--- config.mk ---
export PLATFORM = sky130hd
export DESIGN_NAME = byte_visible_escaper
export DESIGN_NICKNAME = d
export VERILOG_FILES = /design/src/rtl/core/bve_pkg.sv /design/src/rtl/core/byte_visible_escaper.sv /design/src/rtl/core/bve_front.sv /design/src/rtl/core/bve_queue.sv /design/src/rtl/core/bve_back.sv
export SDC_FILE = /design/constraint.sdc
export NUM_CORES = 1
export LEC_CHECK = 0
export ABC_AREA = 1
export BUFFER_PORTS_ARGS = -buffer_cell sky130_fd_sc_hd__buf_2
export CORE_MARGIN = 2
export CORE_UTILIZATION = 45
export CTS_BUF_LIST = sky130_fd_sc_hd__clkbuf_8 sky130_fd_sc_hd__clkbuf_16
export CTS_CLUSTER_SIZE = 24
export DETAILED_ROUTE_END_ITERATION = 6
export GPL_TIMING_DRIVEN = 0
export HOLD_SLACK_MARGIN = 0.06
export PLACE_DENSITY_LB_ADDON = 0.25
export SKIP_LAST_GASP = 1
export SLEW_MARGIN = 20
export SYNTH_ARGS = -nofsm -noshare
export SYNTH_HDL_FRONTEND = slang
export SYNTH_SLANG_ARGS = --single-unit
--- constraint.sdc ---
create_clock -name clk -period 5.16 [get_ports clk]
set_input_delay 1.032 -clock clk [delete_from_list [all_inputs] [get_ports clk]]
set_output_delay 1.032 -clock clk [all_outputs]
set_load 0.05 [all_outputs]
--- src/rtl/core/bve_pkg.sv ---
`default_nettype none

package bve_pkg;

	localparam int COUNT_BITS = 16;
	localparam int CMP_W      = (COUNT_BITS > 16) ? COUNT_BITS : 16;
	localparam int MAX_CHARS  = 5;
	localparam int QDEPTH     = 4;
	localparam int QAW        = $clog2(QDEPTH);
	localparam logic [QAW:0] QFULL = QDEPTH[QAW:0];

	localparam logic       REG_FORMAT = 1'b0;
	localparam logic       REG_BUDGET = 1'b1;
	localparam logic       FMT_HEX    = 1'b0;
	localparam logic       FMT_C      = 1'b1;
	localparam logic [15:0] MIN_HEX   = 16'd3;
	localparam logic [15:0] MIN_C     = 16'd5;
	localparam logic [15:0] BUDGET_RST = 16'd256;
	localparam logic [7:0] CH_BSLASH  = 8'h5C;
	localparam logic [7:0] CH_QUOTE   = 8'h22;
	localparam logic [7:0] CH_NUL     = 8'h00;

	typedef logic [COUNT_BITS-1:0] cnt_t;

	typedef struct packed {
		logic [3:0][7:0] chars;
		logic [2:0]      n;
	} rend_t;

	// one queued word: every character one item causes, terminator included
	typedef struct packed {
		logic [MAX_CHARS-1:0][7:0] chars;
		logic [2:0]                n;
		logic [15:0]               count;
	} job_t;

	function automatic logic [7:0] hex_char(input logic [3:0] d);
		logic [7:0] c;
		if (d < 4'd10) begin
			c = 8'h30 + {4'h0, d};
		end else begin
			c = 8'h37 + {4'h0, d};
		end
		return c;
	endfunction

	function automatic cnt_t sat_add(input cnt_t a, input logic [2:0] inc);
		logic [COUNT_BITS:0] s;
		s = {1'b0, a} + {{(COUNT_BITS-2){1'b0}}, inc};
		return s[COUNT_BITS] ? {COUNT_BITS{1'b1}} : s[COUNT_BITS-1:0];
	endfunction

	function automatic rend_t render(input logic fmt, input logic [7:0] b);
		rend_t      r;
		logic [7:0] letter;
		r.chars = '0;
		r.n     = 3'd0;
		letter  = CH_NUL;
		unique case (b)
			8'h07:   letter = 8'h61;
			8'h08:   letter = 8'h62;
			8'h0C:   letter = 8'h66;
			8'h0A:   letter = 8'h6E;
			8'h0D:   letter = 8'h72;
			8'h09:   letter = 8'h74;
			8'h0B:   letter = 8'h76;
			8'h1B:   letter = 8'h65;
			8'h00:   letter = 8'h30;
			default: letter = CH_NUL;
		endcase
		if (fmt == FMT_HEX) begin
			r.chars[0] = hex_char(b[7:4]);
			r.chars[1] = hex_char(b[3:0]);
			r.n        = 3'd2;
		end else if (b == CH_QUOTE || b == CH_BSLASH) begin
			r.chars[0] = CH_BSLASH;
			r.chars[1] = b;
			r.n        = 3'd2;
		end else if (b >= 8'h20 && b <= 8'h7E) begin
			r.chars[0] = b;
			r.n        = 3'd1;
		end else if (letter != CH_NUL) begin
			r.chars[0] = CH_BSLASH;
			r.chars[1] = letter;
			r.n        = 3'd2;
		end else begin
			r.chars[0] = CH_BSLASH;
			r.chars[1] = hex_char({2'b00, b[7:6]});
			r.chars[2] = hex_char({1'b0, b[5:3]});
			r.chars[3] = hex_char({1'b0, b[2:0]});
			r.n        = 3'd4;
		end
		return r;
	endfunction

endpackage

`default_nettype wire

--- src/rtl/core/byte_visible_escaper.sv ---
`default_nettype none
// channel   direction  handshake            payload
// input     in         push / full          byte_present, data_byte, end_of_buffer
// result    out        empty / pop          out_char, run_last, rendered_count
// config    in         cfg_we               cfg_index, cfg_data
//
// The front takes one word a cycle while its 4-word queue has room.
// The back sends one character a cycle while the receiver pops, so an item yields
// 0 to 5 characters: 2 in hex, 1 to 4 in C, one more with the terminator, none
// when the byte is skipped and no terminator follows.
// Reset: format C, budget 256, counters and queue cleared.
// Either side may stall; the queue and the output register absorb it.

module byte_visible_escaper (
	input  wire logic         clk,
	input  wire logic         arst_n,
	input  wire logic         cfg_we,
	input  wire logic         cfg_index,
	input  wire logic [15:0]  cfg_data,
	input  wire logic         push,
	output logic              full,
	input  wire logic         byte_present,
	input  wire logic [7:0]   data_byte,
	input  wire logic         end_of_buffer,
	output logic              empty,
	input  wire logic         pop,
	output logic [7:0]        out_char,
	output logic              run_last,
	output logic [15:0]       rendered_count
);

	logic           q_full;
	logic           q_push;
	logic           q_pop;
	logic           q_empty;
	bve_pkg::job_t  q_wdata;
	bve_pkg::job_t  q_head;

	bve_front u_front (
		.clk           (clk),
		.arst_n        (arst_n),
		.cfg_we        (cfg_we),
		.cfg_index     (cfg_index),
		.cfg_data      (cfg_data),
		.push          (push),
		.full          (full),
		.byte_present  (byte_present),
		.data_byte     (data_byte),
		.end_of_buffer (end_of_buffer),
		.q_full        (q_full),
		.q_push        (q_push),
		.q_data        (q_wdata)
	);

	bve_queue u_queue (
		.clk     (clk),
		.arst_n  (arst_n),
		.wr_en   (q_push),
		.wr_data (q_wdata),
		.q_full  (q_full),
		.rd_en   (q_pop),
		.rd_data (q_head),
		.q_empty (q_empty)
	);

	bve_back u_back (
		.clk            (clk),
		.arst_n         (arst_n),
		.q_empty        (q_empty),
		.q_head         (q_head),
		.q_pop          (q_pop),
		.empty          (empty),
		.pop            (pop),
		.out_char       (out_char),
		.run_last       (run_last),
		.rendered_count (rendered_count)
	);

endmodule

`default_nettype wire

--- src/rtl/core/bve_front.sv ---
`default_nettype none

module bve_front (
	input  wire logic           clk,
	input  wire logic           arst_n,
	input  wire logic           cfg_we,
	input  wire logic           cfg_index,
	input  wire logic [15:0]    cfg_data,
	input  wire logic           push,
	output logic                full,
	input  wire logic           byte_present,
	input  wire logic [7:0]     data_byte,
	input  wire logic           end_of_buffer,
	input  wire logic           q_full,
	output logic                q_push,
	output bve_pkg::job_t       q_data
);

	logic                          fmt_q;
	logic [15:0]                   budget_q;
	bve_pkg::cnt_t                 chars_q;
	bve_pkg::cnt_t                 bytes_q;
	bve_pkg::cnt_t                 bytes_nxt;
	bve_pkg::rend_t                rend;
	logic [15:0]                   minimum;
	logic [15:0]                   limit;
	logic [bve_pkg::CMP_W-1:0]     limit_w;
	logic [bve_pkg::CMP_W-1:0]     chars_w;
	logic                          budget_ok;
	logic                          render_en;
	logic                          accept;
	logic [2:0]                    n_rend;

	assign full   = q_full;
	assign accept = push && !q_full;

	always_comb begin
		minimum   = (fmt_q == bve_pkg::FMT_HEX) ? bve_pkg::MIN_HEX : bve_pkg::MIN_C;
		budget_ok = budget_q > minimum;
		limit     = budget_q - minimum;
		limit_w   = '0;
		chars_w   = '0;
		limit_w[15:0]                   = limit;
		chars_w[bve_pkg::COUNT_BITS-1:0] = chars_q;
		rend      = bve_pkg::render(fmt_q, data_byte);
		render_en = budget_ok && byte_present && (chars_w < limit_w);
		n_rend    = render_en ? rend.n : 3'd0;
		bytes_nxt = bve_pkg::sat_add(bytes_q, {2'b00, render_en});
		for (int k = 0; k < bve_pkg::MAX_CHARS; k++) begin
			q_data.chars[k] = (k < 4 && 3'(k) < n_rend) ? rend.chars[k[1:0]]
			                                              : bve_pkg::CH_NUL;
		end
		q_data.n     = n_rend + {2'b00, end_of_buffer && budget_ok};
		q_data.count = 16'(bytes_nxt);
		q_push       = accept && budget_ok && (render_en || end_of_buffer);
	end

	always_ff @(posedge clk or negedge arst_n) begin
		if (!arst_n) begin
			fmt_q    <= bve_pkg::FMT_C;
			budget_q <= bve_pkg::BUDGET_RST;
		end else if (cfg_we) begin
			if (cfg_index == bve_pkg::REG_FORMAT) begin
				fmt_q <= cfg_data[0];
			end else begin
				budget_q <= cfg_data;
			end
		end
	end

	always_ff @(posedge clk or negedge arst_n) begin
		if (!arst_n) begin
			chars_q <= '0;
			bytes_q <= '0;
		end else if (accept) begin
			if (end_of_buffer) begin
				chars_q <= '0;
				bytes_q <= '0;
			end else begin
				chars_q <= bve_pkg::sat_add(chars_q, n_rend);
				bytes_q <= bytes_nxt;
			end
		end
	end

endmodule

`default_nettype wire

--- src/rtl/core/bve_queue.sv ---
`default_nettype none

module bve_queue (
	input  wire logic           clk,
	input  wire logic           arst_n,
	input  wire logic           wr_en,
	input  wire bve_pkg::job_t  wr_data,
	output logic                q_full,
	input  wire logic           rd_en,
	output bve_pkg::job_t       rd_data,
	output logic                q_empty
);

	bve_pkg::job_t              mem_q [bve_pkg::QDEPTH];
	logic [bve_pkg::QAW-1:0]    wr_ptr_q;
	logic [bve_pkg::QAW-1:0]    rd_ptr_q;
	logic [bve_pkg::QAW:0]      cnt_q;
	logic                       do_wr;
	logic                       do_rd;

	assign q_full  = cnt_q == bve_pkg::QFULL;
	assign q_empty = cnt_q == '0;
	assign do_wr   = wr_en && !q_full;
	assign do_rd   = rd_en && !q_empty;
	assign rd_data = mem_q[rd_ptr_q];

	always_ff @(posedge clk) begin
		if (do_wr) begin
			mem_q[wr_ptr_q] <= wr_data;
		end
	end

	always_ff @(posedge clk or negedge arst_n) begin
		if (!arst_n) begin
			wr_ptr_q <= '0;
			rd_ptr_q <= '0;
			cnt_q    <= '0;
		end else begin
			if (do_wr) begin
				wr_ptr_q <= wr_ptr_q + 1'b1;
			end
			if (do_rd) begin
				rd_ptr_q <= rd_ptr_q + 1'b1;
			end
			if (do_wr && !do_rd) begin
				cnt_q <= cnt_q + 1'b1;
			end else if (do_rd && !do_wr) begin
				cnt_q <= cnt_q - 1'b1;
			end
		end
	end

endmodule

`default_nettype wire

--- src/rtl/core/bve_back.sv ---
`default_nettype none

module bve_back (
	input  wire logic           clk,
	input  wire logic           arst_n,
	input  wire logic           q_empty,
	input  wire bve_pkg::job_t  q_head,
	output logic                q_pop,
	output logic                empty,
	input  wire logic           pop,
	output logic [7:0]          out_char,
	output logic                run_last,
	output logic [15:0]         rendered_count
);

	logic        out_vld_q;
	logic [2:0]  idx_q;
	logic        load;
	logic        emit;
	logic        is_last;

	assign load    = !out_vld_q || pop;
	assign emit    = load && !q_empty;
	assign is_last = idx_q == (q_head.n - 3'd1);
	assign q_pop   = emit && is_last;
	assign empty   = !out_vld_q;

	always_ff @(posedge clk or negedge arst_n) begin
		if (!arst_n) begin
			out_vld_q <= 1'b0;
			idx_q     <= 3'd0;
		end else begin
			if (load) begin
				out_vld_q <= emit;
			end
			if (emit) begin
				idx_q <= is_last ? 3'd0 : idx_q + 3'd1;
			end
		end
	end

	always_ff @(posedge clk) begin
		if (emit) begin
			out_char       <= q_head.chars[idx_q];
			run_last       <= is_last;
			rendered_count <= q_head.count;
		end
	end

endmodule

`default_nettype wire

==> results.cfg, run 1 <==
[power_and_ir_drop]
power_density_nw_per_um2 = 504
pwr-share-clk = 0.254
p_leak_nw = 5.71
comb_power_share = 0.347
p_sw_mw = 2.70
ir_drop_mv = 0.263
switching_share = 0.375
seq_power_share = 0.399
total_power_mw = 7.18
p_int_mw = 4.48

[timing]
hold_viol_final = 0
fin_crit_sh = 0.943
tightest_slew_ns = 0.833
period_needed_ns = 4.86
final-setup-viol-count = 0
fmax_mhz = 206
slew_headroom = 0.441
maxSlewViolCount = 0
clock_skew_ns = 0.0268

[synthesis]
yosys.area.top_type = edfxtp_1
synthTopCellsByArea = edfxtp_1 48%, dfrtp_1 12%, o21ai_0 4.9%
async_flop_share = 0.233
synth_edf_count = 197
avgSynthCellArea_um2 = 10.6
synth_flop_cell = edfxtp_1
synthCells = 1162
synth.distinct_cells = 57
ys_ff_latch = 257
synth_area_um2 = 12300
ys_warn_count = 0
yosys.cell_count.top_type = edfxtp_1
seq_area_frac_synth = 0.601
synth_top_area_share = 0.479
yosys-top-cells-count = 197 x edfxtp_1, 157 x nor2_1, 148 x nand2_1, 121 x o21ai_0, 81 x inv_1

[hold_path]
hp-class = input pin to async pin

[setup_path]
timing.rr.start = u_front.fmt_q
critical_path_buf_inv_count = 4
crit_chain = clkinvlp_4 -> ha_2 -> a21oi_2 -> nand2_1 -> nor2_4 -> nand4_1 -> buf_4 -> xor2_1 -> ha_1 -> a21oi_1 -> o21ai_0 -> a21oi_2 -> nand3_4 -> buf_12 -> inv_6 -> ha_1 -> ha_1 -> nand3_1 -> nor3_1 -> nand2_1 -> o21ai_0
crit_required_ns = 5.42
reg2reg_slack_ns = 0.30
cp_slowest_stage_delay_ns = 0.56
r2r_cells = 21
r2r_end = u_queue.mem_q[1][12]
cp_top_family = simple AND/OR/NAND/NOR gates
worstSetupEndpointType = register
cp.arrival_ns = 5.12
crit_top_cell = ha_1
crit_fanout = 10
startpoint_type = register
critical_path_class = register to register
crit_slowest_cell = dfstp_2

[floorplan]
dieArea_um2 = 28800
die_h_um = 170
core-area_um2 = 27000
row_count = 60
fp.dieW_um = 170
start_util = 0.458
num_io_pins = 59

[clock_tree]
cts.sinks = 257
cts_root_buffer = clkbuf_16
h-tree-depth = 1
cts_made_buffers = 27
hold_buffers = 0
cts.clk_slew.worst_paths_ns = 0.06
cts_tree = done
cts_max_path_buffers = 3
clk_latency_ns = 0.54

[cells_and_area]
final_area_um2 = 14200
nets = 1346
drive_above_1_share = 0.174
diodes = 0
area_delta_synth_final_pct = 15.4

[detailed_routing]
wire_per_inst_um = 17.1
viasPerCell = 5.33
wl_mm = 27.8
drt_first_iter_violations = 688
ant_nets = 0
drc_errors = 0
vias = 8701
dr.pass1.iters = 5

[grt]
grt_max_degree = 45
antenna_found_initial = 0
gr-usage-all-layers = 0.196
grt_pass1_vias = 8261
gr-total-overflow = 0
grt_first_pass_wirelength_mm = 44.6

[place]
portBuffers = 57
placed_cell_area_um2 = 13300
hpwlAfterDp_mm = 19.0
globalplace.congestion = 0.883

[status]
status = finished, final reports clean

[flow_run]
drv_cap = 0
-- per-layer routing --
metal  wire, um  track usage  share of wire
met4        442       0.0409          0.016
met3       1490       0.0240          0.053
met5          0            0              0
met2      13300        0.332           0.48
met1      12600        0.273           0.45
-- worst max-delay path by stage --
stage / startpoint / end / slack [ns] / cells past startpoint
3_5_place_dp: u_front.fmt_q / u_front.chars_q[7] / -0.42 / 32
5_1_grt: u_front.fmt_q / u_front.chars_q[7] / -0.04 / 28
2_1_floorplan: u_front.fmt_q / u_queue.mem_q[0][0] / -0.31 / 20
4_1_cts: u_front.fmt_q / u_front.chars_q[7] / 0.05 / 31
6_report: u_front.fmt_q / u_queue.mem_q[1][12] / 0.30 / 21
3_3_place_gp: u_front.fmt_q / u_queue.mem_q[3][34] / -2.22 / 20
-- what timing repair did --
action / CTS / global route
buffers inserted: 1 / 6
setup endpoints to repair: 84 / 87
gates resized for setup: 4 / 8
pin swaps: 0 / 5
-- power by group through the flow --
stage,sequential [mW],combinational [mW],clock [mW]
global placement,2.93,2.37,0
detailed placement,2.91,2.49,0
floorplan,3.27,1.33,0
CTS,2.87,2.51,1.85
global route,2.90,2.75,1.93
finish,2.87,2.49,1.82
-- layout make-up --
| type | count | area [um2] |
|---|---|---|
| clock buffer | 30 | 717 |
| timing repair buffer | 72 | 538 |
| clock inverter | 20 | 124 |
| sequential | 257 | 7420 |
| buffer | 44 | 230 |
| inverter | 104 | 408 |
| multi-input combinational | 763 | 4380 |
| tap | 341 | 427 |
| fill | 2360 | 12700 |
-- cells by family (layout without fill, tap and decap cells) --
| logic type | Yosys count | count (layout) | synth area share |
|---|---|---|---|
| DFF | 257 | 257 | 0.601 |
| xor gates and xnor gates | 37 | 37 | 0.0263 |
| other | 1 | 8 | 0.000304 |
| muxes | 11 | 11 | 0.0100 |
| AOI/OAI and AO/OA | 238 | 238 | 0.110 |
| and+or+nand+nor | 424 | 424 | 0.153 |
| buffers and inverters | 149 | 270 | 0.0517 |
| adders and majority gates | 45 | 45 | 0.0475 |
-- flip-flops by register name (all words and copies together), names as in the netlist --
name / cells
u_front.chars_q: 16
u_back.run_last: 1
u_back.rendered_count: 16
u_back.out_vld_q: 1
u_back.out_char: 8
u_queue.mem_q: 172
u_front.bytes_q: 16
u_queue.cnt_q: 3
u_back.idx_q: 3
u_queue.rd_ptr_q: 2
u_front.budget_q: 16
u_queue.wr_ptr_q: 2
u_front.fmt_q: 1
-- placed cells by master (no fill, tap or decap), types with 31 or more instances in the layout --
| cell type | synthesis | layout |
|---|---|---|
| nor2_1 | 157 | 150 |
| o21ai_0 | 121 | 121 |
| nand3_1 | 56 | 56 |
| buf_2 | 11 | 67 |
| o22ai_1 | 32 | 32 |
| a21oi_1 | 37 | 35 |
| ha_1 | 42 | 40 |
| dfrtp_1 | 58 | 58 |
| nand2_1 | 148 | 148 |
| inv_1 | 81 | 87 |
| xor2_1 | 31 | 31 |
| edfxtp_1 | 197 | 197 |
-- through the flow --
stage	util	instances	TNS [ns]	worst slack (ns)	hold WS (ns)
4_1_cts	0.526	1625	0	0.0451	0.349
6_report	0.528	1631	0	0.296	0.359
3_5_place_dp	0.494	1575	-12.63	-0.425	0.494
2_1_floorplan	-	1169	-52.70	-0.306	0.465
3_3_place_gp	0.485	1567	-382.76	-2.22	0.482
5_1_grt	0.528	1631	-0.236	-0.0418	0.354
-- worst reg2reg max path: stages (launching register included) --
cell	delay, ns
dfstp_2	0.56
clkinvlp_4	0.10
ha_2	0.30
a21oi_2	0.18
nand2_1	0.11
nor2_4	0.17
nand4_1	0.16
buf_4	0.19
xor2_1	0.14
ha_1	0.30
a21oi_1	0.14
o21ai_0	0.12
a21oi_2	0.18
nand3_4	0.13
buf_12	0.17
inv_6	0.08
ha_1	0.17
ha_1	0.18
nand3_1	0.15
nor3_1	0.35
nand2_1	0.17
o21ai_0	0.55
No activity file was read; power rests on OpenSTA's default activity.
==> run 2, diff against run 1 <==
Settings changed: CORE_MARGIN 2 to not set.
==> run 2 against run 1 <==
- routed wire length fell by 1.3%
- worst hold slack got worse by 0.011 ns
- global-route usage rose by 0.30 points
- sequential power barely moved
- via count barely moved
==> results.cfg, run 2 (same netlist as run 1, synthesis figures left out) <==
[timing]
fin_crit_sh = 0.918
hold_viol_final = 0
slew_headroom = 0.451
tns_ns = 0
period_needed_ns = 4.74
setup_slack_ns = 0.421
hold_slack_ns = 0.348
final-setup-viol-count = 0
rsz0062_at_grt = no
clock_skew_ns = 0.0261
fmax_mhz = 211
maxSlewViolCount = 0
tightest_slew_ns = 0.818

[cells_and_area]
seq_area_um2 = 7420
instances_no_fill = 1624
multi_input_area_um2 = 4420
largest_reg_flops = 172
fillCellCount = 2339
nets = 1341
drive_above_1_share = 0.177
mostFrequentLayoutCell = edfxtp_1
area_delta_synth_final_pct = 15.3
diodes = 0
final_cell_mix = 197 x edfxtp_1, 148 x nand2_1, 146 x nor2_1, 120 x o21ai_0, 86 x inv_1
largest-register = u_queue.mem_q

[grt]
grt_max_degree = 45
grt_first_pass_wirelength_mm = 44.0
antenna_found_initial = 0
gr-total-overflow = 0
grt_pass1_vias = 8239
gr-usage-all-layers = 0.199

[detailed_routing]
drt_first_iter_violations = 608
wire_per_inst_um = 16.9
drc_errors = 0
ant_nets = 0
viasPerCell = 5.35
vias = 8695
dr.pass1.iters = 5
wl_mm = 27.5

[clock_tree]
hold_buffers = 0
cts.clk_slew.worst_paths_ns = 0.06
cts_max_path_buffers = 3
cts_made_buffers = 27
clk_latency_ns = 0.54
cts_tree = done
cts_root_buffer = clkbuf_16
cts.sinks = 257
h-tree-depth = 1

[power_and_ir_drop]
power_density_nw_per_um2 = 508
p_int_mw = 4.53
ir_drop_mv = 0.238
pwr-share-clk = 0.262
total_power_mw = 7.23
switching_share = 0.373
seq_power_share = 0.396
p_sw_mw = 2.70
p_leak_nw = 5.73
comb_power_share = 0.342

[setup_path]
startpoint_type = register
r2r_end = u_queue.mem_q[1][14]
cp.arrival_ns = 5.02
crit_required_ns = 5.44
crit_fanout = 10
reg2reg_slack_ns = 0.42
critical_path_class = register to register
worstSetupEndpointType = register
r2r_cells = 25
timing.rr.start = u_front.fmt_q

[floorplan]
num_io_pins = 59
start_util = 0.458
fp.dieW_um = 168
core-area_um2 = 27000
row_count = 60
die_h_um = 168
dieArea_um2 = 28100

[place]
dp_cells = 1573
portBuffers = 57
preCtsSetupSlack_ns = -0.520
hpwlAfterDp_mm = 18.7
globalplace.congestion = 0.892

[flow_run]
drv_cap = 0

[hold_path]
hp-class = input pin to async pin

[status]
status = finished, final reports clean
run 2: critical path, stage by stage, from the launching register on:
cell and delay, ns:
dfstp_2 0.56, clkinvlp_4 0.10, ha_2 0.30, a21oi_2 0.18
nand2_1 0.11, nor2_4 0.15, nand4_1 0.16, buf_4 0.18
xor2_1 0.14, ha_1 0.30, a21oi_1 0.15, o21ai_0 0.12
a21oi_2 0.18, nand3_4 0.13, buf_12 0.17, inv_6 0.08
ha_1 0.18, ha_1 0.21, nand3_2 0.13, nor2_1 0.15
nand2_1 0.10, nor2_4 0.13, nand4_1 0.11, xnor2_1 0.15
nor2_2 0.21, inv_1 0.12
run 2: stage by stage:
stage	cell area [um2]	util
finish	14200	0.528
detailed placement	13300	0.492
floorplan	12400	-
CTS	14100	0.525
global placement	13100	0.485
global route	14200	0.528
run 2: layout make-up:
class                           instances  area share
Buffer                                 44      0.0162
Timing Repair Buffer                   67      0.0324
Clock buffer                           28      0.0485
Tap cell                              341      0.0300
Inverter                              104      0.0287
Sequential cell                       257       0.521
Clock inverter                         20      0.0125
Multi-Input combinational cell        763       0.310
run 2: how the worst max path moves through the flow:
stage	start	endpoint	cells past startpoint
floorplan	u_front.fmt_q	u_queue.mem_q[0][0]	20
global placement	u_front.fmt_q	u_queue.mem_q[3][44]	20
detailed placement	u_front.fmt_q	u_queue.mem_q[3][13]	24
CTS	u_front.fmt_q	u_front.chars_q[7]	31
global route	u_front.fmt_q	u_front.chars_q[7]	30
finish	u_front.fmt_q	u_queue.mem_q[1][14]	25
run 2: routing by layer:
| layer | up-vias | global-route usage | wire [um] |
|---|---|---|---|
| li1 | 4256 | - | - |
| met1 | 4165 | 0.274 | 12500 |
| met2 | 235 | 0.330 | 12900 |
| met3 | 39 | 0.0288 | 1560 |
| met4 | 0 | 0.0515 | 497 |
| met5 | - | 0 | 0 |
run 2: timing repair:
item                       4_1_cts  5_1_grt
setup endpoints to repair       86       88
gates resized for setup          3       18
pin swaps                        0        3
setup buffers                    1        3
run 2: power groups by stage:
stage,combinational [mW],clock [mW],sequential [mW]
after floorplan,1.33,0,3.27
after global placement,2.37,0,2.92
after global routing,2.72,2.00,2.90
after CTS,2.47,1.93,2.87
final,2.47,1.90,2.87
after detailed placement,2.46,0,2.91
==> run 3, diff against run 2 <==
Settings changed: CORE_UTILIZATION 45 to 56.
==> run 3 against run 2 <==
- die area fell by 19%
- first-iteration DRC count rose by 16%
- worst hold slack improved by 0.15 ns
- clock power rose by 6%
- combinational power barely moved
- worst setup slack got worse by 0.078 ns
- final cell count fell by 4.1%
- total power rose by 1.5%
- routed wire length rose by 0.39%
- clock skew fell by 0.016 ns
- non-clock buffer count fell by 3
- critical path type unchanged
==> results.cfg, run 3 (same netlist as run 1, synthesis figures left out) <==
[status]
status = finished, final reports clean

[timing]
setup_slack_ns = 0.343
tightest_slew_ns = 0.894
fmax_mhz = 208
period_needed_ns = 4.82
fin_crit_sh = 0.933
tns_ns = 0
slew_headroom = 0.401
hold_viol_final = 0
final-setup-viol-count = 0
clock_skew_ns = 0.0103
rsz0062_at_grt = yes
hold_slack_ns = 0.500
maxSlewViolCount = 0

[floorplan]
num_io_pins = 59
row_count = 53
start_util = 0.580
core-area_um2 = 21300
dieArea_um2 = 22600
fp.dieW_um = 150
die_h_um = 150

[setup_path]
critical_path_class = register to register
startpoint_type = register
cp.arrival_ns = 5.09
crit_required_ns = 5.43
r2r_cells = 25
crit_fanout = 10
worstSetupEndpointType = register

[cells_and_area]
drive_above_1_share = 0.172
diodes = 0
final_cell_mix = 197 x edfxtp_1, 150 x nor2_1, 148 x nand2_1, 120 x o21ai_0, 88 x inv_1
instances_no_fill = 1557
largest-register = u_queue.mem_q
area_delta_synth_final_pct = 14.4
nets = 1338
largest_reg_flops = 172
mostFrequentLayoutCell = edfxtp_1

[place]
portBuffers = 57
preCtsSetupSlack_ns = -0.469
hpwlAfterDp_mm = 18.2
dp_cells = 1505
globalplace.congestion = 0.862

[detailed_routing]
wire_per_inst_um = 17.7
wl_mm = 27.6
drt_first_iter_violations = 705
ant_nets = 0
viasPerCell = 5.66
drc_errors = 0
dr.pass1.iters = 5
vias = 8808

[clock_tree]
cts_root_buffer = clkbuf_16
cts_max_path_buffers = 3
cts.clk_slew.worst_paths_ns = 0.06
cts_tree = done
clk_latency_ns = 0.53
h-tree-depth = 1
cts.sinks = 257
cts_made_buffers = 27

[flow_run]
drv_cap = 0

[power_and_ir_drop]
switching_share = 0.369
comb_power_share = 0.335
ir_drop_mv = 0.278
power_density_nw_per_um2 = 520
p_int_mw = 4.63
p_sw_mw = 2.71
seq_power_share = 0.391
p_leak_nw = 5.74
pwr-share-clk = 0.274

[grt]
gr-total-overflow = 0
antenna_found_initial = 0
grt_max_degree = 61
grt_pass1_vias = 8473
grt_first_pass_wirelength_mm = 44.1
gr-usage-all-layers = 0.252

[hold_path]
hold_depth = 2
hp-class = register to register
[run 3: path summary, 6_finish.rpt]
kind,endpoint,startpoint,slack (ns)
max reg2reg,u_queue.mem_q[3][10],u_front.fmt_q,0.34
max,u_queue.mem_q[3][10],u_front.fmt_q,0.34
min reg2reg,u_front.bytes_q[0],u_front.bytes_q[0],0.50
max in group asynchronous,u_back.idx_q[1],arst_n,4.06
min,u_front.bytes_q[0],u_front.bytes_q[0],0.50
min in group asynchronous,u_front.budget_q[1],arst_n,0.58
[run 3: power by group through the flow]
| stage | clock network (mW) | logic (mW) | registers, mW |
|---|---|---|---|
| 2_1_floorplan | 0 | 1.33 | 3.27 |
| 3_3_place_gp | 0 | 2.34 | 2.92 |
| 6_report | 2.01 | 2.46 | 2.87 |
| 4_1_cts | 2.04 | 2.46 | 2.87 |
| 5_1_grt | 2.11 | 2.71 | 2.91 |
| 3_5_place_dp | 0 | 2.44 | 2.91 |
[run 3: area by class of cell]
class                   count  area [um2]
multi-input cells         763        4390
clock inverters            18         194
repair buffers             64         390
clock buffers              32         744
fillers                  1569        7170
flip-flops and latches    257        7420
inverters                 104         408
well taps                 275         344
plain buffers              44         230
[run 3: per-stage QoR]
stage | util | area [um2] | power (mW)
CTS | 0.661 | 14100 | 7.37
global route | 0.663 | 14100 | 7.73
global placement | 0.610 | 13000 | 5.26
finish | 0.663 | 14100 | 7.34
detailed placement | 0.616 | 13100 | 5.34
floorplan | - | 12400 | 4.60
[run 3: layer usage]
layer,vias up,wire (um),global-route usage
met4,0,533,0.0672
met3,48,2100,0.0397
met1,4164,11700,0.345
met2,352,13200,0.421
li1,4244,-,-
met5,-,0,0
[run 3: timing repair]
item                                    in CTS  in global routing
hold buffers                                 0                  0
endpoints found under the setup margin      86                 88
gates resized for setup                      3                 10
gates cloned                                 0                  0
setup buffers                                1                  2
[run 3: worst max-delay path, stage by stage (launching register included)]
cell,delay (ns)
dfstp_2,0.57
clkinvlp_4,0.09
ha_1,0.34
a21oi_2,0.20
nand2_1,0.11
nor2_4,0.16
nand4_1,0.18
nor3_2,0.19
xor2_1,0.17
ha_1,0.26
nand2_1,0.07
inv_1,0.04
nand3_1,0.08
inv_1,0.06
a21oi_2,0.19
nand3_4,0.13
buf_12,0.17
inv_6,0.08
ha_1,0.17
ha_1,0.18
nand3_1,0.15
nor3_1,0.34
nand3_1,0.14
xor2_1,0.17
nor2_1,0.20
inv_1,0.13
